### src/sv/tad_pkg.sv
package tad_pkg;

    localparam int ACCEL_W = 16;
    localparam int CFG_W   = 16;
    localparam int ADDR_W  = 3;
    localparam int SQ_W    = 32;
    localparam int ROOT_W  = 16;
    localparam int DOT_W   = 34;
    localparam int DUTY_W  = 10;

    localparam logic [DUTY_W-1:0] DUTY_MAX   = 10'd1000;
    localparam int                DUTY_SCALE = 1000;

    localparam logic [CFG_W-1:0] MIN_MAG_RST   = 16'd0;
    localparam logic [CFG_W-1:0] MAX_MAG_RST   = 16'd56756;
    localparam logic [CFG_W-1:0] REF_X_RST     = 16'd0;
    localparam logic [CFG_W-1:0] REF_Y_RST     = 16'd0;
    localparam logic [CFG_W-1:0] REF_Z_RST     = 16'd16384;
    localparam logic [CFG_W-1:0] MIN_ALIGN_RST = 16'd14746;

    typedef enum logic [ADDR_W-1:0] {
        CFG_MIN_MAG   = 3'd0,
        CFG_MAX_MAG   = 3'd1,
        CFG_REF_X     = 3'd2,
        CFG_REF_Y     = 3'd3,
        CFG_REF_Z     = 3'd4,
        CFG_MIN_ALIGN = 3'd5
    } t_cfg_idx;

    // sideband carried through the root pipeline
    typedef struct packed {
        logic                    ok;
        logic signed [DOT_W-1:0] dot;
    } t_root_side;

endpackage

### src/sv/tad_isqrt.sv
module tad_isqrt #(
    parameter int SW = 35
) (
    input  logic                       i_clk,
    input  logic                       i_rst_n,
    input  logic                       i_en,
    input  logic                       i_valid,
    input  logic [tad_pkg::SQ_W-1:0]   i_rad,
    input  logic [SW-1:0]              i_side,
    output logic                       o_valid,
    output logic [tad_pkg::ROOT_W-1:0] o_root,
    output logic [SW-1:0]              o_side
);
    import tad_pkg::*;

    logic [SQ_W-1:0]   w_rem  [0:ROOT_W];
    logic [ROOT_W-1:0] w_root [0:ROOT_W];
    logic [SW-1:0]     w_side [0:ROOT_W];
    logic              w_v    [0:ROOT_W];

    assign w_rem[0]  = i_rad;
    assign w_root[0] = '0;
    assign w_side[0] = i_side;
    assign w_v[0]    = i_valid;

    // one result bit per stage, most significant first
    for (genvar k = 0; k < ROOT_W; k++) begin : g_stage
        localparam int B = ROOT_W - 1 - k;
        logic [SQ_W+1:0]   t;
        logic              ge;
        logic [SQ_W-1:0]   n_rem;
        logic [ROOT_W-1:0] n_root;
        logic [SQ_W-1:0]   r_rem;
        logic [ROOT_W-1:0] r_root;
        logic [SW-1:0]     r_side;
        logic              r_v;

        always_comb begin
            t      = ({{(SQ_W+2-ROOT_W){1'b0}}, w_root[k]} << (B + 1))
                     + ((SQ_W+2)'(1) << (2 * B));
            ge     = {2'b00, w_rem[k]} >= t;
            n_rem  = ge ? (w_rem[k] - t[SQ_W-1:0]) : w_rem[k];
            n_root = ge ? (w_root[k] | (ROOT_W'(1) << B)) : w_root[k];
        end

        always_ff @(posedge i_clk) begin
            if (!i_rst_n) begin
                r_v <= 1'b0;
            end else if (i_en) begin
                r_v <= w_v[k];
            end
        end

        always_ff @(posedge i_clk) begin
            if (i_en) begin
                r_rem  <= n_rem;
                r_root <= n_root;
                r_side <= w_side[k];
            end
        end

        assign w_rem[k+1]  = r_rem;
        assign w_root[k+1] = r_root;
        assign w_side[k+1] = r_side;
        assign w_v[k+1]    = r_v;
    end

    assign o_valid = w_v[ROOT_W];
    assign o_root  = w_root[ROOT_W];
    assign o_side  = w_side[ROOT_W];

endmodule

### config.mk
export PLATFORM = sky130hd
export DESIGN_NAME = tad_isqrt
export DESIGN_NICKNAME = d
export VERILOG_FILES = /design/src/sv/tad_pkg.sv /design/src/sv/tad_isqrt.sv
export SDC_FILE = /design/constraint.sdc
export NUM_CORES = 1
export LEC_CHECK = 0
export BUFFER_PORTS_ARGS = -buffer_cell sky130_fd_sc_hd__buf_2
export CAP_MARGIN = 30
export CORE_MARGIN = 5
export CORE_UTILIZATION = 45
export CTS_BUF_LIST = sky130_fd_sc_hd__clkbuf_8
export CTS_CLUSTER_SIZE = 10
export DETAILED_ROUTE_END_ITERATION = 10
export GPL_TIMING_DRIVEN = 0
export PLACE_DENSITY_LB_ADDON = 0.15
export SLEW_MARGIN = 20
export SYNTH_ARGS = -nofsm -noshare
export SYNTH_HDL_FRONTEND = slang
export SYNTH_SLANG_ARGS = --single-unit
### constraint.sdc
create_clock -name i_clk -period 3.3 [get_ports i_clk]
set_input_delay 0.66 -clock i_clk [delete_from_list [all_inputs] [get_ports i_clk]]
set_output_delay 0.66 -clock i_clk [all_outputs]
set_load 0.05 [all_outputs]
==> results.cfg <==
[logic_synthesis]
synthDistinctLibCells = 73
yosys-top-cells-area = edfxtp_1 75%, ha_1 4.0%, xnor2_1 1.9%, xor2_1 1.7%, inv_1 1.5%
ys_async_sr_fraction_pct = 0
synth_edf_count = 1176
avgSynthCellArea_um2 = 16.0
synth_flop_cell = edfxtp_1
synth_fp_nets = 3140
seq_area_frac_synth_pct = 76.1
synthDominantCellAreaShare_pct = 75.4
synth_seq_cells = 1192
yosysWarnings = 0
postSynthCellCount = 2919
syn_area_mm2 = 0.0468
yosysTopAreaCell = edfxtp_1

[floorplan]
io_pins = 123
fp.dieW_um = 333
fp-row-count = 118
dieArea_mm2 = 0.111
start_util_pct = 45.2
core_mm2 = 0.103
die_h_um = 333

[pwr]
power_switching_mw = 8.61
swShare_pct = 25.2
seqPwrFrac_pct = 56.0
vdd_drop_max_v = 0.000342
p_int_mw = 25.5
p_comb_share_pct = 11.4
power.leakage_nw = 19.7
clkPwrFrac_pct = 32.5
pwr_density_cell_mw_per_mm2 = 634

[sta]
fmax_ghz = 0.313
fin_worst_skew_ns = 0.0398
period_minus_slack_ns = 3.20
setup_viol_count_final = 0
hold_violations = 0
slew_headroom_pct = 35.0
worst_pin_slew_ns = 0.960
final_max_slew_viol_count = 0
hold_slack_ns = 0.177
rsz0062_at_grt = yes
period_share_pct = 96.9

[clock_tree]
numCtsBuffers = 191
clk_pin_slew_ns = 0.06
cts.sinks = 1192
clockBufferDepth = 3
ctsRootBufferMaster = clkbuf_8
h-tree-depth = 4
tritoncts = done
clk-insertion-delay-late_ns = 0.85

[global_routing]
grt_pass1_wl_mm = 133
gr-total-overflow = 0
grt_max_degree = 151
grt_pass1_vias = 26300
grtUsageTotal_pct = 14.9
antenna_found_initial = 1

[worst_setup_path]
path_class = flop to flop
worst_path_max_delay_cell = or4b_2
worstPathRequired_ns = 3.88
cp-end-kind = flop
cp-start-kind = flop
path_cells = ha_4 > or4b_2 > nor4_4 > a32oi_2 > and2_1 > and3_4 > inv_4 > buf_4 > nand3b_1 > xnor2_1
max_stage_delay_ns = 0.63
cp.arrival_ns = 3.78
r2r_slack_ns = 0.10
path_max_fanout = 6

[routing]
wl_per_cell_um = 17.0
first_pass_iters = 5
first_iter_violations = 1390
drc_errors = 0
wl_mm = 82.4
vias = 24600
ant_nets = 0
viasPerCell = 5.08

[outcome]
run_status = complete, no violations

[placed_design]
port_buffers = 122
place_area_mm2 = 0.0494
post-dp-hpwl_mm = 55.4
globalplace.congestion = 0.940

[worst_hold_path]
worstHoldPathType = primary input to flop

[finish]
fin_area_mm2 = 0.0538
drive_gt1_share_pct = 13.0
area_growth_pct = 14.9
n_fill_cell = 8516
layout.nets = 3538

[job]
maxCapViolCount = 0
layout make-up:
cell class / instances / area (µm²) / share of cell area, %
repair buffers: 206 / 1630 / 3.03
flip-flops and latches: 1192 / 35600 / 66.3
well taps: 1380 / 1730 / 3.21
plain buffers: 39 / 199 / 0.370
multi-input cells: 1496 / 10500 / 19.5
diodes: 2 / 5.00 / 0.00931
inverters: 191 / 719 / 1.34
clock inverters: 147 / 727 / 1.35
clock buffers: 193 / 2660 / 4.94
placed cells by master (no fill, tap or decap), types with 24 or more instances in the layout:
master / count
clkbuf_8: 193
o21a_1: 31
edfxtp_1: 1176
inv_1: 256
mux2_2: 29
xor2_1: 89
clkinv_1: 50
nand3_1: 33
buf_2: 123
nor2_1: 129
nor2b_1: 43
dlygate4sd3_1: 67
or3_1: 30
nand2_1: 136
nand2b_1: 26
nor3_1: 84
xnor2_1: 99
a21oi_1: 122
a21o_1: 24
o21ai_0: 120
ha_1: 149
nand4_1: 31
nor4_1: 74
sequential cells by signal, indices dropped and copies added, names as in the netlist:
register        flops
g_stage.r_rem     480
o_side             35
g_stage.r_side    525
o_valid             1
o_root             16
g_stage.r_v        15
g_stage.r_root    120
critical path: cells and delay by family, from the launching register on:
kind | cells | cell delay [ns]
DFF | 1 | 0.44
buffers and inverters | 2 | 0.29
adders and majority gates | 1 | 0.32
xor gates and xnor gates | 1 | 0.14
AOI/OAI and AO/OA | 1 | 0.18
and+or+nand+nor | 5 | 1.56
what timing repair did:
item,in CTS,in global routing
setup buffers,2,4
setup endpoints to repair,271,77
pin swaps,2,4
hold endpoints to repair,70,0
resized for setup,26,27
hold buffers,67,0
gates cloned,2,0
metal layers:
layer	up-vias	track usage (%)	wire (µm)
li1	12000	-	-
met1	11900	15.2	30300
met2	534	28.4	44800
met3	247	3.15	3320
met4	0	8.36	3950
met5	-	0	0
power by group through the flow:
stage	combinational (mW)	sequential [mW]	clock, mW
floorplan	2.56	19.2	0
global placement	3.68	19.9	0
detailed placement	3.79	19.4	0
CTS	3.89	19.1	11.6
global route	4.35	19.3	12.3
finish	3.90	19.1	11.1
synth_stat cells, drive strengths merged, types with 43 or more instances:
cell type,count
xnor2,99
nor2,133
ha,150
o21ai,125
nor4,82
a21oi,123
edfxtp,1176
inv,191
xor2,89
nand2,137
nor2b,43
nor3,86
path summary, 6_finish.rpt:
check                                            start  depth (start not counted)                endpoint
worst min register to register  g_stage[12].r_side[23]                          0  g_stage[13].r_side[23]
worst max register to register   g_stage[10].r_rem[11]                         10   g_stage[11].r_rem[25]
worst min-delay path                         i_rad[31]                          3    g_stage[0].r_rem[31]
worst max-delay path             g_stage[10].r_rem[11]                         10   g_stage[11].r_rem[25]
kinds of logic after synthesis:
group,share of synthesized area [%]
flops,76.1
simple gates,8.00
fa+ha+maj,4.01
compound gates,5.26
mux,1.19
xor+xnor,3.52
buf+inv,1.91
per-stage QoR:
step | worst slack, ns | TNS (ns) | instances | util, % | total power, mW
global route | -0.00532 | -0.00532 | 4846 | 52.0 | 35.9
detailed placement | -1.12 | -269.36 | 4430 | 47.7 | 23.2
floorplan | 0.393 | 0 | 2919 | - | 21.8
finish | 0.101 | 0 | 4846 | 52.0 | 34.1
CTS | 0.0125 | 0 | 4840 | 51.8 | 34.6
global placement | -16.48 | - | 4421 | 47.5 | 23.6
Power figures use the tool's default switching activity.
