===== src/sv/tad_div.sv =====
module tad_div #(
    parameter int NW = 34,
    parameter int DW = 17,
    parameter int QW = 15,
    parameter int SW = 3
) (
    input  logic          i_clk,
    input  logic          i_rst_n,
    input  logic          i_en,
    input  logic          i_valid,
    input  logic [NW-1:0] i_num,
    input  logic [DW-1:0] i_den,
    input  logic [SW-1:0] i_side,
    output logic          o_valid,
    output logic [QW-1:0] o_quot,
    output logic          o_ovf,
    output logic [SW-1:0] o_side
);
    localparam int XW = NW + QW;

    logic [NW-1:0] w_rem  [0:QW];
    logic [QW-1:0] w_quot [0:QW];
    logic [DW-1:0] w_den  [0:QW];
    logic          w_ovf  [0:QW];
    logic [SW-1:0] w_side [0:QW];
    logic          w_v    [0:QW];

    logic [NW-1:0] r_rem0;
    logic [DW-1:0] r_den0;
    logic          r_ovf0;
    logic [SW-1:0] r_side0;
    logic          r_v0;

    // flag a quotient that does not fit in QW bits
    always_ff @(posedge i_clk) begin
        if (!i_rst_n) begin
            r_v0 <= 1'b0;
        end else if (i_en) begin
            r_v0 <= i_valid;
        end
    end

    always_ff @(posedge i_clk) begin
        if (i_en) begin
            r_rem0  <= i_num;
            r_den0  <= i_den;
            r_ovf0  <= (i_num >> QW) >= NW'(i_den);
            r_side0 <= i_side;
        end
    end

    assign w_rem[0]  = r_rem0;
    assign w_quot[0] = '0;
    assign w_den[0]  = r_den0;
    assign w_ovf[0]  = r_ovf0;
    assign w_side[0] = r_side0;
    assign w_v[0]    = r_v0;

    for (genvar k = 0; k < QW; k++) begin : g_stage
        localparam int B = QW - 1 - k;
        logic [XW-1:0] t;
        logic          ge;
        logic [NW-1:0] n_rem;
        logic [QW-1:0] n_quot;
        logic [NW-1:0] r_rem;
        logic [QW-1:0] r_quot;
        logic [DW-1:0] r_den;
        logic          r_ovf;
        logic [SW-1:0] r_side;
        logic          r_v;

        always_comb begin
            t      = XW'(w_den[k]) << B;
            ge     = XW'(w_rem[k]) >= t;
            n_rem  = ge ? (w_rem[k] - t[NW-1:0]) : w_rem[k];
            n_quot = ge ? (w_quot[k] | (QW'(1) << B)) : w_quot[k];
        end

        always_ff @(posedge i_clk) begin
            if (!i_rst_n) begin
                r_v <= 1'b0;
            end else if (i_en) begin
                r_v <= w_v[k];
            end
        end

        always_ff @(posedge i_clk) begin
            if (i_en) begin
                r_rem  <= n_rem;
                r_quot <= n_quot;
                r_den  <= w_den[k];
                r_ovf  <= w_ovf[k];
                r_side <= w_side[k];
            end
        end

        assign w_rem[k+1]  = r_rem;
        assign w_quot[k+1] = r_quot;
        assign w_den[k+1]  = r_den;
        assign w_ovf[k+1]  = r_ovf;
        assign w_side[k+1] = r_side;
        assign w_v[k+1]    = r_v;
    end

    assign o_valid = w_v[QW];
    assign o_quot  = w_quot[QW];
    assign o_ovf   = w_ovf[QW];
    assign o_side  = w_side[QW];

endmodule


===== config.mk =====
export PLATFORM = sky130hd
export DESIGN_NAME = tad_div
export DESIGN_NICKNAME = d
export VERILOG_FILES = /design/src/sv/tad_div.sv
export SDC_FILE = /design/constraint.sdc
export NUM_CORES = 2
export LEC_CHECK = 0
export BUFFER_PORTS_ARGS = -buffer_cell sky130_fd_sc_hd__buf_4
export CORE_MARGIN = 10
export CORE_UTILIZATION = 50
export CTS_BUF_LIST = sky130_fd_sc_hd__clkbuf_4
export CTS_CLUSTER_SIZE = 20
export DETAILED_ROUTE_END_ITERATION = 10
export HOLD_SLACK_MARGIN = 0.05
export PLACE_DENSITY = 0.71
export SETUP_SLACK_MARGIN = 0.4
export SKIP_LAST_GASP = 1
export SYNTH_ARGS = -nofsm -noshare
export SYNTH_HDL_FRONTEND = slang
export SYNTH_SLANG_ARGS = --single-unit

===== constraint.sdc =====
create_clock -name i_clk -period 7.6 [get_ports i_clk]
set_clock_uncertainty 0.05 [all_clocks]
set_input_delay 0.38 -clock i_clk [delete_from_list [all_inputs] [get_ports i_clk]]
set_output_delay 0.38 -clock i_clk [all_outputs]
set_load 0.02 [all_outputs]

==> results.md <==
* Outcome: complete, no violations
* Remaining global-route overflow at 0
* CTS tree: built
* Worst skew pair latency at 1.13 ns
* DRT Wirelength at 95,200 um
* Required time of the critical path at 8.37 ns
* EDFF count, synth at 949
* DR vias at 30,700
* Xor/xnor cell area share of the yosys netlist at 5.72%
* Hold Crit Depth at 5
* First-pass GRT wire length at 154,000 um
* DR vias/cell at 5.42
* CP Launch Point: g_stage[11].r_rem[2]
* Clk pwr share at 24.2%
* Final nets at 4,560
* Largest net degree at the start of global routing at 185
* Iter 0 DRT Violations at 1,547
* Reg-to-reg setup timing slack at 2.78 ns
* Cts bufs inserted at 240
* Hold EP: r_ovf0
* Sequential share of the synthesized area at 60.3%
* Resized cells post-CTS at 0
* Simple-gate share of the synthesized area at 10.5%
* Sink Count at 965
* RSZ-0062 raised after global routing: false
* Mux cell area share after synthesis at 2.03%
* Fin worst setup slack at 2.78 ns
* DP Area at 49,800 um^2
* Fill count at 7,575
* Hold_sp: i_num[30]
* RR Endpoint: g_stage[12].r_rem[32]
* Synth top area cells: edfxtp_1, ha_1, xnor2_1
* Mean post-synth cell area at 12.4 um^2
* Share of cells above drive strength 1 at 12.9%
* Crit end category: flip-flop
* Switch share at 32.7%
* Die W at 329 um
* Clock slew at reported path FFs at 0.07 ns
* Worst setup SP type: flip-flop
* Fraction of registers with async set/reset at 0%
* Highest clock rate at 208 MHz
* Seq pwr share at 44.3%
* GPL Wtd Cong at 0.901
* Slew margin rel. at 22.6%
* Reg2Reg Depth at 15
* Worst r2r src: g_stage[11].r_rem[2]
* Worst-Margin Slew at 1.15 ns
* Net Count, Synth at 4,186
* Row count at 113
* Synth warnings at 0
* Top-area cell type share of the netlist area at 59.7%
* Crit Path Class: reg2reg
* Peak VDD IR at 0.176 mV
* Crit share post-route at 63.4%
* Area delta synth->final at 13.2%
* Hold Violations, Final at 0
* Post-synth top flop: edfxtp_1
* # DRC at 0
* Combinational Power Share at 31.5%
* Final min period at 4.82 ns
* Seq cells post-synth at 965
* Gate Count Post-Synth at 3,842
* PwrDens at 325 nW/um^2
* Synth cell types at 82
* Overall routing resource usage at 17.6%
* I/O Buffers at 77
* Largest family of logic cells by synthesized area: simple AND/OR/NAND/NOR gates
* Io pins at 78
* Die footprint at 108,000 um^2
* Synth Area in Compound Gates at 10.3%
* CTS root buffer: clkbuf_4
* Final Max Slew Viols at 0
* CTS Buffer Depth at 3
* Initial antenna violation count at 3
* Max-cap violations at 0
* Post-Syn Area at 47,800 um^2
* Setup violators final at 0
* First-pass DRT Iterations at 5
* Switch Pwr at 0.00575 W
* H-Tree Depth at 4
* Pre-CTS setup slack at 2.82 ns
* Pleak at 21.1 nW
* Die height at 329 um
* Arrival time at the worst endpoint at 5.59 ns
* Avg WL per Cell at 16.8 um
* Final std cells w/o fill at 5,675
* Vias in the first global route at 31,700
* Final HPWL DP at 66,800 um
* Post-route cell area at 54,100 um^2
* DP Cell Count at 5,125
* Cell taking the most area after synthesis: edfxtp_1
* Max Fanout on Critical Path at 35
* Min-delay worst type: in2reg
* Remaining antenna violation count after routing at 0
* Initial Util at 50.3%
* Int Power at 0.0118 W
* Total core area at 94,900 um^2
* TNS Setup at 0 ns
* Adder-Cell Fraction of Synth Area at 7.71%
flip-flops by register name, summed over array words and instances (netlist names), 3 cells and up:
register	flops
r_side0	3
g_stage.r_ovf	14
r_rem0	34
r_den0	17
g_stage.r_side	42
g_stage.r_quot	105
g_stage.r_rem	476
g_stage.r_den	238
g_stage.r_v	14
o_side	3
o_quot	15
routing by layer:
| metal | global-route usage, % | part of all wire [%] | vias to the layer above | wire [um] |
|---|---|---|---|---|
| li1 | - | - | 15100 | - |
| met1 | 16.2 | 35 | 14600 | 33300 |
| met2 | 34.0 | 55 | 719 | 52400 |
| met3 | 3.60 | 3.8 | 294 | 3660 |
| met4 | 11.9 | 6.0 | 2 | 5750 |
| met5 | 0 | 0.014 | - | 13 |
cell families (layout without fill, tap and decap cells):
logic type | count (synthesis) | count (layout)
buffers and inverters | 426 | 992
AND/OR/NAND/NOR | 980 | 980
AO/OA/AOI/OAI | 784 | 784
other | 0 | 2
adder cells (fa/ha/maj) | 286 | 286
flip-flops | 965 | 965
multiplexers | 89 | 89
XOR/XNOR | 312 | 312
worst max-delay path by stage:
stage | to | slack (ns) | depth (start not counted)
6_report | g_stage[12].r_rem[32] | 2.78 | 15
2_1_floorplan | g_stage[12].r_rem[32] | 3.97 | 14
5_1_grt | g_stage[12].r_rem[32] | 2.52 | 15
3_5_place_dp | g_stage[12].r_rem[32] | 2.82 | 15
4_1_cts | g_stage[12].r_rem[32] | 2.77 | 15
3_3_place_gp | g_stage[12].r_rem[32] | 2.78 | 15
final cells by class:
type                            instances  area, um^2  share of cell area, %
Clock buffer                          340        2550                   4.72
Clock inverter                         94         538                  0.995
Sequential cell                       965       28800                   53.3
Tap cell                             1265        1580                   2.93
Multi-Input combinational cell       2451       17300                   32.1
Antenna cell                            2        5.00                0.00926
Timing Repair Buffer                  211        1930                   3.56
Inverter                              347        1310                   2.41
cells in the final DEF (no fill, tap or decap), types with 13 or more instances in the layout:
master / count
a211oi_1: 18
a21boi_0: 18
a21o_1: 105
a21oi_1: 259
a31oi_1: 21
and3_1: 26
buf_4: 92
clkbuf_4: 340
clkinv_1: 66
dfxtp_1: 16
dlygate4sd3_1: 114
edfxtp_1: 949
fa_1: 14
ha_1: 272
inv_1: 345
mux2_2: 63
mux2i_1: 26
nand2_1: 232
nand2b_1: 41
nand3_1: 45
nand4_1: 44
nand4b_1: 19
nor2_1: 226
nor2b_1: 58
nor3_1: 94
nor4_1: 60
nor4b_1: 13
o211ai_1: 14
o21a_1: 41
o21ai_0: 168
o21bai_1: 15
o31ai_1: 26
or2_2: 17
or3_1: 44
xnor2_1: 182
xor2_1: 130
cell usage after synthesis, types with 12 or more instances:
master / number
nor3_1: 94
nand2b_1: 41
a21o_1: 105
nor2b_1: 58
o21a_1: 41
clkbuf_1: 71
o21bai_1: 16
mux2i_1: 26
a21oi_1: 260
edfxtp_1: 949
o21ai_0: 169
nand4_1: 44
xor2_1: 130
nor2_1: 226
nand2_1: 232
nor4b_1: 13
dfxtp_1: 16
nand4b_1: 19
xnor2_1: 182
o31ai_1: 26
a211o_1: 12
fa_1: 14
inv_1: 345
mux2_2: 63
and3_1: 26
a31oi_1: 21
ha_1: 272
or2_2: 17
o211ai_1: 14
a21boi_0: 18
nand3_1: 45
nor4_1: 60
or3_1: 44
a211oi_1: 18
worst max-delay path: stages, from the launching register on:
cell	delay, ns
edfxtp_1	0.38
inv_1	0.07
ha_1	0.16
inv_1	0.06
fa_1	0.40
a21o_1	0.22
a221oi_1	0.47
a21oi_1	0.24
a41oi_1	0.51
o21ai_0	0.28
a41oi_2	0.24
buf_4	0.34
clkinv_1	0.44
nand3_1	0.37
nor4_1	0.10
xor2_1	0.15
power groups by stage:
stage                     Clock (W)  Combinational [W]  Sequential (W)
after floorplan                   0            0.00426         0.00765
after global placement            0            0.00535         0.00786
after detailed placement          0            0.00543         0.00788
after CTS                   0.00442            0.00552         0.00777
after global routing        0.00471            0.00618         0.00788
final                       0.00426            0.00554         0.00778
what timing repair did:
item	in CTS	in global routing
buffers inserted	0	0
endpoints found under the hold margin	254	0
hold buffers	114	0
stage by stage:
step                utilization, %  power (W)  hold slack, ns
floorplan                        -     0.0119           0.350
global placement              52.5     0.0132           0.351
detailed placement            52.5     0.0133           0.355
CTS                           57.0     0.0177          0.0769
global route                  57.0     0.0188           0.184
finish                        57.0     0.0176           0.240
Power figures use the tool's default switching activity.
